--- src/design/tgad_pkg.sv ---
package tgad_pkg;

    localparam int DEF_MAX_WIDTH  = 4096;
    localparam int DEF_MAX_HEIGHT = 4096;

    // configuration register indexes
    localparam int REG_COUNT      = 4;
    localparam int REG_IDX_W      = $clog2(REG_COUNT);
    localparam int CFG_DATA_W     = 13;

    localparam logic [REG_IDX_W-1:0] REG_RLE_MODE     = REG_IDX_W'(0);
    localparam logic [REG_IDX_W-1:0] REG_PIXEL_BYTES  = REG_IDX_W'(1);
    localparam logic [REG_IDX_W-1:0] REG_IMAGE_WIDTH  = REG_IDX_W'(2);
    localparam logic [REG_IDX_W-1:0] REG_IMAGE_HEIGHT = REG_IDX_W'(3);

    localparam int CMD_DEPTH = 4;

    // one decoded pixel and how many times it repeats
    typedef struct packed {
        logic [7:0] count;
        logic [7:0] red;
        logic [7:0] green;
        logic [7:0] blue;
        logic [7:0] alpha;
    } pix_cmd_t;

endpackage

--- src/design/tgad_front.sv ---
module tgad_front
(
    input  logic                 clk,
    input  logic                 rst_n,
    input  logic                 restart,
    input  logic                 hold,
    input  logic                 rle_mode,
    input  logic [2:0]           pixel_bytes,
    input  logic                 in_valid,
    output logic                 in_stall,
    input  logic [7:0]           data_byte,
    input  logic                 cmd_space,
    output logic                 cmd_valid,
    output tgad_pkg::pix_cmd_t   cmd
);

    logic        expect_hdr_reg, expect_hdr_next;
    logic [1:0]  bip_reg, bip_next;
    logic [31:0] asm_reg, asm_next;
    logic [7:0]  remain_reg, remain_next;
    logic        is_run_reg, is_run_next;

    logic        accept;
    logic [2:0]  nbytes;
    logic [31:0] asm_full;
    logic [1:0]  bip_inc;
    logic        complete;
    logic [7:0]  b0, b1, b2, b3;

    assign in_stall = hold || !cmd_space;
    assign accept   = in_valid && !in_stall;

    always_comb
    begin
        if (pixel_bytes < 3'd2)
            nbytes = 3'd2;
        else if (pixel_bytes > 3'd4)
            nbytes = 3'd4;
        else
            nbytes = pixel_bytes;
    end

    assign asm_full = asm_reg | (32'(data_byte) << {bip_reg, 3'b000});
    assign bip_inc  = bip_reg + 2'd1;
    assign complete = (bip_inc == 2'd0) || ({1'b0, bip_inc} >= nbytes);

    assign b0 = asm_full[7:0];
    assign b1 = asm_full[15:8];
    assign b2 = asm_full[23:16];
    assign b3 = asm_full[31:24];

    always_comb
    begin
        expect_hdr_next = expect_hdr_reg;
        bip_next        = bip_reg;
        asm_next        = asm_reg;
        remain_next     = remain_reg;
        is_run_next     = is_run_reg;
        cmd_valid       = 1'b0;
        cmd             = '0;

        case (nbytes)
            3'd4:
            begin
                cmd.red   = b2;
                cmd.green = b1;
                cmd.blue  = b0;
                cmd.alpha = b3;
            end
            3'd3:
            begin
                cmd.red   = b2;
                cmd.green = b1;
                cmd.blue  = b0;
                cmd.alpha = 8'hff;
            end
            default:
            begin
                // 5-5-5 with the top bit as alpha
                cmd.red   = {b1[6:2], 3'b000};
                cmd.green = {b1[1:0], b0[7:5], 3'b000};
                cmd.blue  = {b0[4:0], 3'b000};
                cmd.alpha = b1 & 8'h80;
            end
        endcase
        cmd.count = 8'd1;

        if (restart)
        begin
            expect_hdr_next = rle_mode;
            bip_next        = 2'd0;
            asm_next        = '0;
            remain_next     = '0;
            is_run_next     = 1'b0;
        end
        else if (accept)
        begin
            if (rle_mode && expect_hdr_reg)
            begin
                remain_next     = {1'b0, data_byte[6:0]} + 8'd1;
                is_run_next     = data_byte[7];
                expect_hdr_next = 1'b0;
                bip_next        = 2'd0;
                asm_next        = '0;
            end
            else if (!complete)
            begin
                asm_next = asm_full;
                bip_next = bip_inc;
            end
            else
            begin
                asm_next  = '0;
                bip_next  = 2'd0;
                cmd_valid = 1'b1;
                if (rle_mode)
                begin
                    if (is_run_reg)
                    begin
                        cmd.count   = remain_reg;
                        remain_next = '0;
                    end
                    else if (remain_reg != 8'd0)
                    begin
                        remain_next = remain_reg - 8'd1;
                    end
                    if (remain_next == 8'd0)
                        expect_hdr_next = 1'b1;
                end
            end
        end
    end

    always_ff @(posedge clk or negedge rst_n)
    begin
        if (!rst_n)
        begin
            expect_hdr_reg <= 1'b0;
            bip_reg        <= 2'd0;
            asm_reg        <= '0;
            remain_reg     <= '0;
            is_run_reg     <= 1'b0;
        end
        else
        begin
            expect_hdr_reg <= expect_hdr_next;
            bip_reg        <= bip_next;
            asm_reg        <= asm_next;
            remain_reg     <= remain_next;
            is_run_reg     <= is_run_next;
        end
    end

endmodule

--- src/design/tgad_cmd_fifo.sv ---
module tgad_cmd_fifo
#(
    parameter int DEPTH = tgad_pkg::CMD_DEPTH
)
(
    input  logic                 clk,
    input  logic                 rst_n,
    input  logic                 flush,
    input  logic                 push,
    input  tgad_pkg::pix_cmd_t   push_data,
    output logic                 space,
    input  logic                 pop,
    output logic                 valid,
    output tgad_pkg::pix_cmd_t   pop_data
);

    localparam int PW = (DEPTH > 1) ? $clog2(DEPTH) : 1;
    localparam int CNTW = $clog2(DEPTH + 1);

    tgad_pkg::pix_cmd_t mem_reg [DEPTH];
    logic [PW-1:0]   wr_ptr_reg, rd_ptr_reg;
    logic [CNTW-1:0] fill_reg;
    logic            do_push, do_pop;

    assign space    = (fill_reg != CNTW'(DEPTH));
    assign valid    = (fill_reg != '0);
    assign pop_data = mem_reg[rd_ptr_reg];
    assign do_push  = push && space;
    assign do_pop   = pop && valid;

    always_ff @(posedge clk)
    begin
        if (do_push)
            mem_reg[wr_ptr_reg] <= push_data;
    end

    always_ff @(posedge clk or negedge rst_n)
    begin
        if (!rst_n)
        begin
            wr_ptr_reg <= '0;
            rd_ptr_reg <= '0;
            fill_reg   <= '0;
        end
        else if (flush)
        begin
            wr_ptr_reg <= '0;
            rd_ptr_reg <= '0;
            fill_reg   <= '0;
        end
        else
        begin
            if (do_push)
                wr_ptr_reg <= (wr_ptr_reg == PW'(DEPTH - 1)) ? '0 : wr_ptr_reg + PW'(1);
            if (do_pop)
                rd_ptr_reg <= (rd_ptr_reg == PW'(DEPTH - 1)) ? '0 : rd_ptr_reg + PW'(1);
            if (do_push && !do_pop)
                fill_reg <= fill_reg + CNTW'(1);
            else if (do_pop && !do_push)
                fill_reg <= fill_reg - CNTW'(1);
        end
    end

endmodule

--- src/design/tgad_back.sv ---
module tgad_back
#(
    parameter int MAX_WIDTH  = tgad_pkg::DEF_MAX_WIDTH,
    parameter int MAX_HEIGHT = tgad_pkg::DEF_MAX_HEIGHT
)
(
    input  logic                                 clk,
    input  logic                                 rst_n,
    input  logic                                 restart,
    input  logic [$clog2(MAX_WIDTH+1)-1:0]       width_eff,
    input  logic [$clog2(MAX_HEIGHT+1)-1:0]      height_eff,
    input  logic                                 cmd_valid,
    input  tgad_pkg::pix_cmd_t                   cmd,
    output logic                                 cmd_pop,
    output logic                                 out_valid,
    input  logic                                 out_stall,
    output logic [23:0]                          position,
    output logic [7:0]                           run_length,
    output logic [7:0]                           red,
    output logic [7:0]                           green,
    output logic [7:0]                           blue,
    output logic [7:0]                           alpha,
    output logic                                 last_segment
);

    localparam int WW      = $clog2(MAX_WIDTH + 1);
    localparam int HW      = $clog2(MAX_HEIGHT + 1);
    localparam int CW      = (MAX_WIDTH > 1) ? $clog2(MAX_WIDTH) : 1;
    localparam longint AREA = longint'(MAX_WIDTH) * longint'(MAX_HEIGHT);
    localparam int RBW     = (AREA > 2) ? $clog2(AREA) : 1;
    localparam int LW      = (WW > 8) ? WW : 8;
    localparam int CMPW    = (RBW > WW) ? RBW : WW;

    tgad_pkg::pix_cmd_t cur_reg, cur_next;
    logic               have_reg, have_next;
    logic [CW-1:0]      column_reg, column_next;
    logic [RBW-1:0]     row_base_reg, row_base_next;
    logic               done_reg, done_next;

    logic               out_valid_reg, out_valid_next;
    logic [23:0]        pos_reg, pos_next;
    logic [7:0]         len_reg, len_next;
    logic [7:0]         red_reg, green_reg, blue_reg, alpha_reg;
    logic               last_reg, last_next;

    logic [WW-1:0]      avail;
    logic [7:0]         seg_len;
    logic [WW-1:0]      col_end;
    logic               wrap;
    logic               top_row;
    logic               seg_last;
    logic               load_out;
    logic               emit;
    logic               finish;
    logic [HW-1:0]      height_m1;
    logic [RBW-1:0]     row_init;
    logic [RBW-1:0]     pos_full;

    assign height_m1 = height_eff - HW'(1);
    assign row_init  = RBW'(height_m1) * RBW'(width_eff);

    assign avail    = width_eff - WW'(column_reg);
    assign seg_len  = (LW'(cur_reg.count) < LW'(avail)) ? cur_reg.count : 8'(avail);
    assign col_end  = WW'(column_reg) + WW'(seg_len);
    assign wrap     = (col_end == width_eff);
    assign top_row  = (CMPW'(row_base_reg) < CMPW'(width_eff));
    // last segment of this command: its pixels run out, or the image fills up when the top row wraps
    assign seg_last = (seg_len == cur_reg.count) || (wrap && top_row);
    assign pos_full = row_base_reg + RBW'(column_reg);

    assign load_out = !out_valid_reg || !out_stall;
    assign emit     = have_reg && !done_reg && load_out;
    // commands that arrive after the image is full are dropped
    assign finish   = have_reg && (done_reg || (emit && seg_last));
    assign cmd_pop  = !restart && cmd_valid && (!have_reg || finish);

    always_comb
    begin
        cur_next       = cur_reg;
        have_next      = have_reg;
        column_next    = column_reg;
        row_base_next  = row_base_reg;
        done_next      = done_reg;
        out_valid_next = out_valid_reg;
        pos_next       = pos_reg;
        len_next       = len_reg;
        last_next      = last_reg;

        if (restart)
        begin
            have_next      = 1'b0;
            column_next    = '0;
            row_base_next  = row_init;
            done_next      = 1'b0;
            out_valid_next = 1'b0;
        end
        else
        begin
            if (load_out)
                out_valid_next = 1'b0;
            if (emit)
            begin
                out_valid_next = 1'b1;
                pos_next       = 24'(pos_full);
                len_next       = seg_len;
                last_next      = seg_last;
                cur_next.count = cur_reg.count - seg_len;
                if (wrap)
                begin
                    column_next = '0;
                    if (top_row)
                        done_next = 1'b1;
                    else
                        row_base_next = row_base_reg - RBW'(width_eff);
                end
                else
                begin
                    column_next = CW'(col_end);
                end
            end
            if (finish)
                have_next = 1'b0;
            if (cmd_pop)
            begin
                cur_next  = cmd;
                have_next = 1'b1;
            end
        end
    end

    always_ff @(posedge clk or negedge rst_n)
    begin
        if (!rst_n)
        begin
            have_reg      <= 1'b0;
            column_reg    <= '0;
            row_base_reg  <= '0;
            done_reg      <= 1'b0;
            out_valid_reg <= 1'b0;
        end
        else
        begin
            have_reg      <= have_next;
            column_reg    <= column_next;
            row_base_reg  <= row_base_next;
            done_reg      <= done_next;
            out_valid_reg <= out_valid_next;
        end
    end

    always_ff @(posedge clk)
    begin
        cur_reg  <= cur_next;
        pos_reg  <= pos_next;
        len_reg  <= len_next;
        last_reg <= last_next;
        if (emit)
        begin
            red_reg   <= cur_reg.red;
            green_reg <= cur_reg.green;
            blue_reg  <= cur_reg.blue;
            alpha_reg <= cur_reg.alpha;
        end
    end

    assign out_valid    = out_valid_reg;
    assign position     = pos_reg;
    assign run_length   = len_reg;
    assign red          = red_reg;
    assign green        = green_reg;
    assign blue         = blue_reg;
    assign alpha        = alpha_reg;
    assign last_segment = last_reg;

endmodule

--- src/design/tga_image_data_decoder.sv ---
// TGA image-data decoder for true-colour data, raw or run-length packed. Software
// parses the header and loads the four registers; image-data bytes then stream in,
// one per beat, and each result beat is one same-colour segment inside one row
// (position, length, RGBA), rows filled bottom-up. A byte is taken every cycle while
// the four-entry pixel queue has room. The segment generator turns each queued pixel
// into the row segments it covers (up to 33 for a 128-pixel run), so long runs fill
// the queue and then stall the input until the segments drain. Any register write
// restarts the image; the block takes no byte while cfg_we or the restart register
// behind it is set, while the start row is recomputed.
module tga_image_data_decoder
#(
    parameter int MAX_WIDTH  = tgad_pkg::DEF_MAX_WIDTH,
    parameter int MAX_HEIGHT = tgad_pkg::DEF_MAX_HEIGHT
)
(
    input  logic                                clk,
    input  logic                                rst_n,
    input  logic                                cfg_we,
    input  logic [tgad_pkg::REG_IDX_W-1:0]      cfg_index,
    input  logic [tgad_pkg::CFG_DATA_W-1:0]     cfg_data,
    input  logic                                in_valid,
    output logic                                in_stall,
    input  logic [7:0]                          data_byte,
    output logic                                out_valid,
    input  logic                                out_stall,
    output logic [23:0]                         position,
    output logic [7:0]                          run_length,
    output logic [7:0]                          red,
    output logic [7:0]                          green,
    output logic [7:0]                          blue,
    output logic [7:0]                          alpha,
    output logic                                last_segment
);

    localparam int WW = $clog2(MAX_WIDTH + 1);
    localparam int HW = $clog2(MAX_HEIGHT + 1);

    logic        rle_mode_reg;
    logic [2:0]  pixel_bytes_reg;
    logic [12:0] image_width_reg;
    logic [12:0] image_height_reg;
    logic        restart_reg;

    logic [16:0] w_ext, h_ext, w_clamp, h_clamp;
    logic [WW-1:0] width_eff;
    logic [HW-1:0] height_eff;

    logic               push;
    tgad_pkg::pix_cmd_t push_data;
    logic               space;
    logic               pop;
    logic               q_valid;
    tgad_pkg::pix_cmd_t q_data;

    always_ff @(posedge clk or negedge rst_n)
    begin
        if (!rst_n)
        begin
            rle_mode_reg     <= 1'b0;
            pixel_bytes_reg  <= 3'd4;
            image_width_reg  <= 13'd4;
            image_height_reg <= 13'd1;
            restart_reg      <= 1'b0;
        end
        else
        begin
            restart_reg <= cfg_we;
            if (cfg_we)
            begin
                case (cfg_index)
                    tgad_pkg::REG_RLE_MODE:     rle_mode_reg     <= cfg_data[0];
                    tgad_pkg::REG_PIXEL_BYTES:  pixel_bytes_reg  <= cfg_data[2:0];
                    tgad_pkg::REG_IMAGE_WIDTH:  image_width_reg  <= cfg_data[12:0];
                    tgad_pkg::REG_IMAGE_HEIGHT: image_height_reg <= cfg_data[12:0];
                    default:                    rle_mode_reg     <= rle_mode_reg;
                endcase
            end
        end
    end

    // clamp the surface size to at least 4x1 and to what the row and column counters can hold
    assign w_ext = 17'(image_width_reg);
    assign h_ext = 17'(image_height_reg);

    always_comb
    begin
        if (w_ext < 17'd4)
            w_clamp = 17'd4;
        else if (w_ext > 17'(MAX_WIDTH))
            w_clamp = 17'(MAX_WIDTH);
        else
            w_clamp = w_ext;
        if (h_ext < 17'd1)
            h_clamp = 17'd1;
        else if (h_ext > 17'(MAX_HEIGHT))
            h_clamp = 17'(MAX_HEIGHT);
        else
            h_clamp = h_ext;
    end

    assign width_eff  = WW'(w_clamp);
    assign height_eff = HW'(h_clamp);

    tgad_front u_front
    (
        .clk         (clk),
        .rst_n       (rst_n),
        .restart     (restart_reg),
        .hold        (restart_reg || cfg_we),
        .rle_mode    (rle_mode_reg),
        .pixel_bytes (pixel_bytes_reg),
        .in_valid    (in_valid),
        .in_stall    (in_stall),
        .data_byte   (data_byte),
        .cmd_space   (space),
        .cmd_valid   (push),
        .cmd         (push_data)
    );

    tgad_cmd_fifo #(.DEPTH(tgad_pkg::CMD_DEPTH)) u_fifo
    (
        .clk       (clk),
        .rst_n     (rst_n),
        .flush     (restart_reg),
        .push      (push),
        .push_data (push_data),
        .space     (space),
        .pop       (pop),
        .valid     (q_valid),
        .pop_data  (q_data)
    );

    tgad_back #(.MAX_WIDTH(MAX_WIDTH), .MAX_HEIGHT(MAX_HEIGHT)) u_back
    (
        .clk          (clk),
        .rst_n        (rst_n),
        .restart      (restart_reg),
        .width_eff    (width_eff),
        .height_eff   (height_eff),
        .cmd_valid    (q_valid),
        .cmd          (q_data),
        .cmd_pop      (pop),
        .out_valid    (out_valid),
        .out_stall    (out_stall),
        .position     (position),
        .run_length   (run_length),
        .red          (red),
        .green        (green),
        .blue         (blue),
        .alpha        (alpha),
        .last_segment (last_segment)
    );

endmodule

--- config.mk ---
export PLATFORM = sky130hd
export DESIGN_NAME = tga_image_data_decoder
export DESIGN_NICKNAME = d
export VERILOG_FILES = /design/src/design/tgad_pkg.sv /design/src/design/tgad_front.sv /design/src/design/tgad_cmd_fifo.sv /design/src/design/tgad_back.sv /design/src/design/tga_image_data_decoder.sv
export SDC_FILE = /design/constraint.sdc
export NUM_CORES = 1
export LEC_CHECK = 0
export BUFFER_PORTS_ARGS = -buffer_cell sky130_fd_sc_hd__buf_2
export CAP_MARGIN = 0
export CORE_ASPECT_RATIO = 1.1
export CORE_MARGIN = 4
export CORE_UTILIZATION = 60
export DETAILED_ROUTE_END_ITERATION = 12
export PLACE_DENSITY = 0.78
export SYNTH_ARGS = -nofsm -noshare
export SYNTH_HDL_FRONTEND = slang
export SYNTH_SLANG_ARGS = --single-unit
--- constraint.sdc ---
create_clock -name clk -period 19.1 [get_ports clk]
set_input_delay 0.955 -clock clk [delete_from_list [all_inputs] [get_ports clk]]
set_output_delay 0.955 -clock clk [all_outputs]
set_load 0.005 [all_outputs]
==> reports/summary.md, run 1 <==
Measured along the y axis, the die boundary spans 217 um. Counting flops and latches in the post-synthesis netlist gives 386. The detail route stage leaves a number of antenna-violating nets equal to 0. The fmax was 0.0952 GHz; the number of endpoints failing setup at the final stage was 0.

The per-cell routed wire length is 21.6 um. Cell at the root of the clock tree: sky130_fd_sc_hd__clkbuf_16. STA puts the critical path data required time at 19550 ps. The worst hold path belongs to the class flop to flop. The flow ran to the end, and the final reports show no timing, DRC or antenna violations. The full die area is 43000 um^2, and the total of max-cap violations is 0. The first global-routing pass estimated 91.9 mm of wire.

The worst-case clock skew was 28.6 ps; the part of the Yosys area used for sequential elements was 0.461. The number of gates resized after CTS was 0. The number of top-level design ports is 95, and the minimum setup slack in the final design is 8600 ps.

Number of antenna violations at the first check in global routing: 2. The xor-xnor portion of the synthesized cell area was 0.0403; the met3 wire length was 3.48 mm. The share of post-route cells with drive strength above 1 was 0.136; the cts-stage hold buffer count was 0.

Detailed placement ended at an HPWL of 41.9 mm. The logs give 16.9k for the number of global-route vias before repair and 11700 um^2 for the area of combinational cells with multiple inputs. The top fanout value on the critical path came out at 42.

The worst hold path begins at u_back.cur_reg[2]. Most common cell after layout, fill and taps aside: sky130_fd_sc_hd__edfxtp_1. TritonCTS built the clock tree. The most common flop cell mapped by yosys was sky130_fd_sc_hd__edfxtp_1.

For this design the static power due to leakage is 10.9 nW. After synthesis the cells add up to 23800 um^2. The tools report the sort of element at the end of the critical path as a flop. For the worst flop-to-flop path, the logic depth is 31. The logs give 65 for the largest net degree at the start of global routing and 2 for the level count of the clock H-tree.

Final-report max-slew violation count: 0. The maximum ir drop on the vdd rail is 0.193 mV. The highest routing layer actually used was met5.

The violation count after the first detailed-route iteration is 1374, and the number of nets in the synthesized netlist is 2350. The Yosys step of the flow raised 0 warnings. After synthesis, the largest family of logic cells by area is adder cells. Setup repair after global routing left no endpoint under its margin. The starting utilization of the core area was 0.608; the number of flip-flops in the largest register was 160.

The headroom to the max-slew limit is 0.227, and the post-CTS repair timing setup buffer count is 0. The total overflow left after global routing is 0. Total number of nets in the final design: 2420. The combined global-route utilization of all metal layers was 0.273.

In the final timing run, aggregate negative setup slack is 0 ps. The tools report the sum of routed wire length over all layers as 57.6 mm. Most common cell type on the critical path: sky130_fd_sc_hd__ha_1.

The tools report the number of library cell types mapped by synthesis as 81. The critical path starts at image_width_reg[11]. The post-synthesis share of cell area spent on full adders, half adders and majority gates works out to 0.178. After detailed routing, the wire length on met1 is 21.8 mm. Counting every sink on the clock net gives 386.

The clock latency on the worst-skew pair was 580 ps; the number of synthesized flops with an enable pin was 265. The simple-gate share of the synthesized area was 0.114. The tools report the launch point of the worst reg-to-reg path as image_width_reg[11]. The floorplan step defined a core boundary enclosing 39200 um^2.

The fraction of the mapped netlist area in compound gates works out to 0.0938. Number of buffers added by the clock tree synthesis step: 41. Averaged over all synthesized cells, the footprint is 11.6 um^2. Buffers placed on the I/O ports in this run total 94. For this design the ratio of total power to cell area is 195 nW/um^2.

By startpoint and endpoint, the worst setup path is classified as flop to flop. After floorplanning, the core was divided into 76 placement rows. The congestion estimate from routability-driven global placement came to 0.951.

The number of stages on the worst hold path is 0, and the synthesized instance count is 2059. The period utilization was 0.550; the final routed DRC violation total was 0. Detailed routing inserted a total of 16.2k vias.

The final hold violation count is 0, and the horizontal extent of the die is 198 um. At the pin with the least slew margin, the transition time is 1160 ps. The startpoint class of the critical path was a flop.

After filler insertion, the fill cell instance count of the layout stands at 2875. The run gives 8600 ps as the register-to-register setup slack. The endpoint identified for the worst register-to-register timing path is u_fifo.fill_reg[2]. Leaving out fill and tap cells, the most frequent cells in the layout are sky130_fd_sc_hd__edfxtp_1 (265), sky130_fd_sc_hd__nand2_1 (211), sky130_fd_sc_hd__inv_1 (204), sky130_fd_sc_hd__ha_1 (137).

The share of flip-flops with an asynchronous set or reset is 0.313, and the area of all sequential standard cells is 11000 um^2. For this run, the detailed router's first-pass iteration total came to 5. The slowest library cell on the worst path is sky130_fd_sc_hd__and2_2. The routed length on met2 was 29.8 mm; the buffer levels on the longest clock path was 3.

Timing analysis after detailed placement gives a worst setup slack of 8730 ps. The share of synthesized area spent on multiplexers came out at 0.0655. For this run, the slowest stage of the critical path takes 980 ps.

After clock tree synthesis, the clock-pin slew on the worst setup and hold paths is 60 ps. The number of vias per cell after detailed routing came out at 6.07. The shortest clock period the worst path allows after layout was 10500 ps. The path with the worst hold slack has its endpoint at u_back.alpha[2]. The layout-stage area growth over the synthesis result is 9.50%, and the worst endpoint data arrival time is 10950 ps.
-- Yosys cell counts (all sizes together) (30+ instances only) --
cell type	n	area (um^2)
edfxtp	265	7960
nand2	211	792
inv	207	777
ha	137	1710
nor2	127	477
fa	126	2520
dfrtp	118	2950
a21oi	113	566
clkbuf	72	270
o21ai	71	355
xnor2	63	552
and2	48	300
mux4	40	901
mux2	39	439
xor2	39	342
nor3	30	150
-- kinds of logic after synthesis --
group / after synthesis
buf+inv: 295
fa+ha+maj: 263
mux: 101
flops: 386
compound gates: 351
simple gates: 558
xor+xnor: 105
-- per-layer routing --
metal | vias to the layer above | global-route usage
met1 | 8069 | 0.339
met2 | 590 | 0.482
met3 | 160 | 0.0396
met4 | 2 | 0.108
met5 | - | 0
li1 | 7368 | -
-- power breakdown --
| group | internal [W] | leakage, nW | switching [W] |
|---|---|---|---|
| clock | 0.000433 | 0.650 | 0.000339 |
| sequential | 0.00110 | 4.02 | 0.000125 |
| combinational | 0.00135 | 6.24 | 0.00174 |
| total | 0.00289 | 10.9 | 0.00221 |
-- how the worst max path moves through the flow --
stage | end | slack (ps)
after floorplan | u_fifo.fill_reg[2] | 10250
after global placement | u_fifo.fill_reg[2] | 9130
after detailed placement | u_fifo.fill_reg[2] | 8730
after CTS | u_fifo.fill_reg[2] | 8720
after global routing | u_fifo.fill_reg[2] | 7720
final | u_fifo.fill_reg[2] | 8600
-- per-stage QoR --
step	total power, W	util	hold WS (ps)	instance area [um^2]	cells
2_1_floorplan	0.00360	-	400	23800	2059
3_3_place_gp	0.00420	0.632	404	24800	2593
3_5_place_dp	0.00432	0.632	405	24800	2593
4_1_cts	0.00511	0.666	424	26100	2667
5_1_grt	0.00557	0.666	426	26100	2668
6_report	0.00510	0.666	422	26100	2668
-- layout make-up --
| type | instances | area share |
|---|---|---|
| antenna | 1 | 0.0000960 |
| multi-input combinational | 1378 | 0.450 |
| timing repair buffer | 113 | 0.0236 |
| tap | 507 | 0.0243 |
| inverter | 209 | 0.0301 |
| clock buffer | 48 | 0.0423 |
| clock inverter | 26 | 0.00811 |
| sequential | 386 | 0.422 |
-- critical path, delay by kind of cell (launching register included) --
kind,cells,cell delay [ps]
AND/OR/NAND/NOR,10,3860
flip-flops,1,400
AO/OA/AOI/OAI,15,4080
adder cells (fa/ha/maj),5,1840
XOR/XNOR,1,180
Power figures use the tool's default switching activity.
==> run 2, diff against run 1 <==
Clock period 19.1 ns to 10.02 ns, I/O delays scaled along.
==> run 2 against run 1 <==
Register-to-register slack worse by 7800 ps. Power up 90%. Core utilization up 0.18 points. Wire length down 0.17%.
==> reports/summary.md, run 2 (synthesis results as in run 1) <==
The number of vias per cell after detailed routing is 6.06. Based on the critical path, the design can be clocked at up to 0.109 GHz. The period utilization works out to 0.919. The run gives 0.00417 W as the net switching power of the design. The tools report the final routed DRC violation total as 0. The launch point of the worst reg-to-reg path was image_height_reg[5].

Routability-driven placement finished with a final weighted congestion of 0.910. The total of max-cap violations was 0. The number of cells after detailed placement was 2601.

The final hold violation count was 0. The floorplan step defined a die boundary enclosing 43000 um^2. In this run the deepest clock path goes through 3 buffers. The reported leakage power is 10.9 nW, and the layout-stage area growth over the synthesis result is 9.79%. After routing the design area is 26200 um^2.

Clock skew on the completed layout was measured at 32.6 ps. The critical path in this run is classified as flop to flop. In this run, post-CTS hold repair placed 0 buffers. The run finished with clean final reports.

The worst hold slack across all endpoints was 6.25 ps; the internal power summed over all cells was 0.00551 W. The tools report the final-report max-slew violation count as 0. In this design, the stage delay of the slowest critical-path cell is 570 ps.

The register clock-pin slew on the reported worst setup and hold paths was 60 ps; the share of post-route cells with drive strength above 1 was 0.140. The number of endpoints failing setup at the final stage is 0. The share of power burned in combinational logic is 0.607, and the clock latency on the worst-skew pair is 580 ps. Leaving out filler cells and counting taps, the final layout contains 2679. Dividing the detail-routed wire length by the instance count gives 21.5 um. The proportion of power drawn by the clock network was 0.150; the fraction of met1 tracks used by global routing was 0.352.

The die is 217 um tall. For the number of antenna violations at the first check in global routing, the log shows 3. Row generation in the floorplan step produced 76 rows. From left edge to right edge, the die measures 198 um.

The first detailed-routing pass took 5 iterations. Combined global-route utilization of all metal layers: 0.274. The net switching share of the total power was 0.431; the met3 capacity usage during global routing was 0.0468.

The starting utilization of the core area was 0.608; the largest net degree at the start of global routing was 69. On the critical path, the stage with the largest delay is an instance of sky130_fd_sc_hd__fa_1. The first global-routing pass estimated 92.0 mm of wire.

Most crowded layer after global routing: met2. Worst hold-check path type: input port to async pin. Leaving out fill and tap cells, the most frequent cell in the layout is sky130_fd_sc_hd__edfxtp_1. The register with the most flip-flops in the layout has 160 of them. Data on the critical path is required at its endpoint by 10460 ps. The tools report the area of the placeable core as 39200 um^2. The level count of the clock H-tree is 2. For the final routed database, the setup TNS stands at 0 ps.

The met2 layer usage reported by global route was 0.475; the transition time at the pin with the least slew margin was 1190 ps. The violation count after the first detailed-route iteration is 1177. STA classifies the critical path startpoint as a flop. Launch point of the critical path: image_height_reg[5]. The top fanout value on the critical path came out at 13.

The sum of routed wire length over all layers came out at 57.5 mm. Data arrives at the worst endpoint at 9650 ps. Number of top-level design ports: 95. The top cell types in the final layout, fill and taps aside, are sky130_fd_sc_hd__edfxtp_1 (265), sky130_fd_sc_hd__nand2_1 (211), sky130_fd_sc_hd__inv_1 (204), sky130_fd_sc_hd__ha_1 (137). The number of global-route vias before repair was 16.7k; the detailed-route via count was 16.2k. Setup repair after global routing left no endpoint under its margin.

In this run the power density over the cells is 370 nW/um^2. Broken down by cell family, the worst path's largest delay share belongs to adder cells. Together, buffers and inverters on the worst path number 3. The post-detailed-placement half-perimeter wirelength was 41.6 mm; the headroom to the max-slew limit was 0.206. The number of nets with antenna violations after routing was 0; the shortest clock period the worst path allows after layout was 9210 ps.

By instance count, the cell type seen most on the critical path is sky130_fd_sc_hd__fa_1. Counting the buffers created by CTS gives 40. The total overflow left after global routing is 0.

The number of port buffers was 94. TritonCTS built the clock tree. The total number of nets in the final design is 2430.

The tools report the sequential share of power as 0.243. The tree is rooted in a sky130_fd_sc_hd__clkbuf_16. Cell area after placement: 24800 um^2. For this design, the sink count on the clock tree is 386. The sort of element at the end of the critical path was a flop. The worst-case IR drop observed on VDD is 0.332 mV.
[run 2: area by class of cell]
cell class / instances / area [um^2]
Timing Repair Buffer: 124 / 698
Multi-Input combinational cell: 1378 / 11800
Clock buffer: 54 / 1100
Sequential cell: 386 / 11000
Fill cell: 2877 / 13000
Clock inverter: 19 / 181
Inverter: 209 / 785
Antenna cell: 2 / 5.00
Tap cell: 507 / 634
[run 2: power groups by stage]
stage	logic [W]	registers [W]	clock network, W
after floorplan	0.00459	0.00227	0
after global placement	0.00570	0.00237	0
after detailed placement	0.00582	0.00237	0
after CTS	0.00587	0.00235	0.00148
after global routing	0.00668	0.00238	0.00155
final	0.00588	0.00235	0.00145
[run 2: through the flow]
step / power (W) / util / setup WS [ps]
floorplan: 0.00686 / - / 1170
finish: 0.00968 / 0.667 / 809
global route: 0.0106 / 0.667 / 38.5
detailed placement: 0.00819 / 0.633 / 568
CTS: 0.00969 / 0.666 / 533
global placement: 0.00806 / 0.633 / 717
[run 2: final timing paths]
kind | cells after the start | endpoint | slack [ps]
hold reg to reg | 0 | u_back.blue[0] | 410
min in group clk | 1 | restart_reg | 120
setup reg to reg | 29 | u_back.row_base_reg[22] | 810
max in group asynchronous | 2 | u_fifo.rd_ptr_reg[1] | 8530
hold / removal | 1 | u_front.asm_reg[23] | 6
setup / recovery | 29 | u_back.row_base_reg[22] | 810
[run 2: what timing repair did]
| item | CTS | global route |
|---|---|---|
| setup buffers | 0 | 3 |
| endpoints found under the setup margin | 0 | 18 |
| gates resized for setup | 0 | 5 |
[run 2: per-layer routing]
layer,vias up,part of all wire
li1,7388,-
met3,130,0.064
met4,4,0.034
met2,628,0.51
met1,8081,0.39
met5,-,0.00047
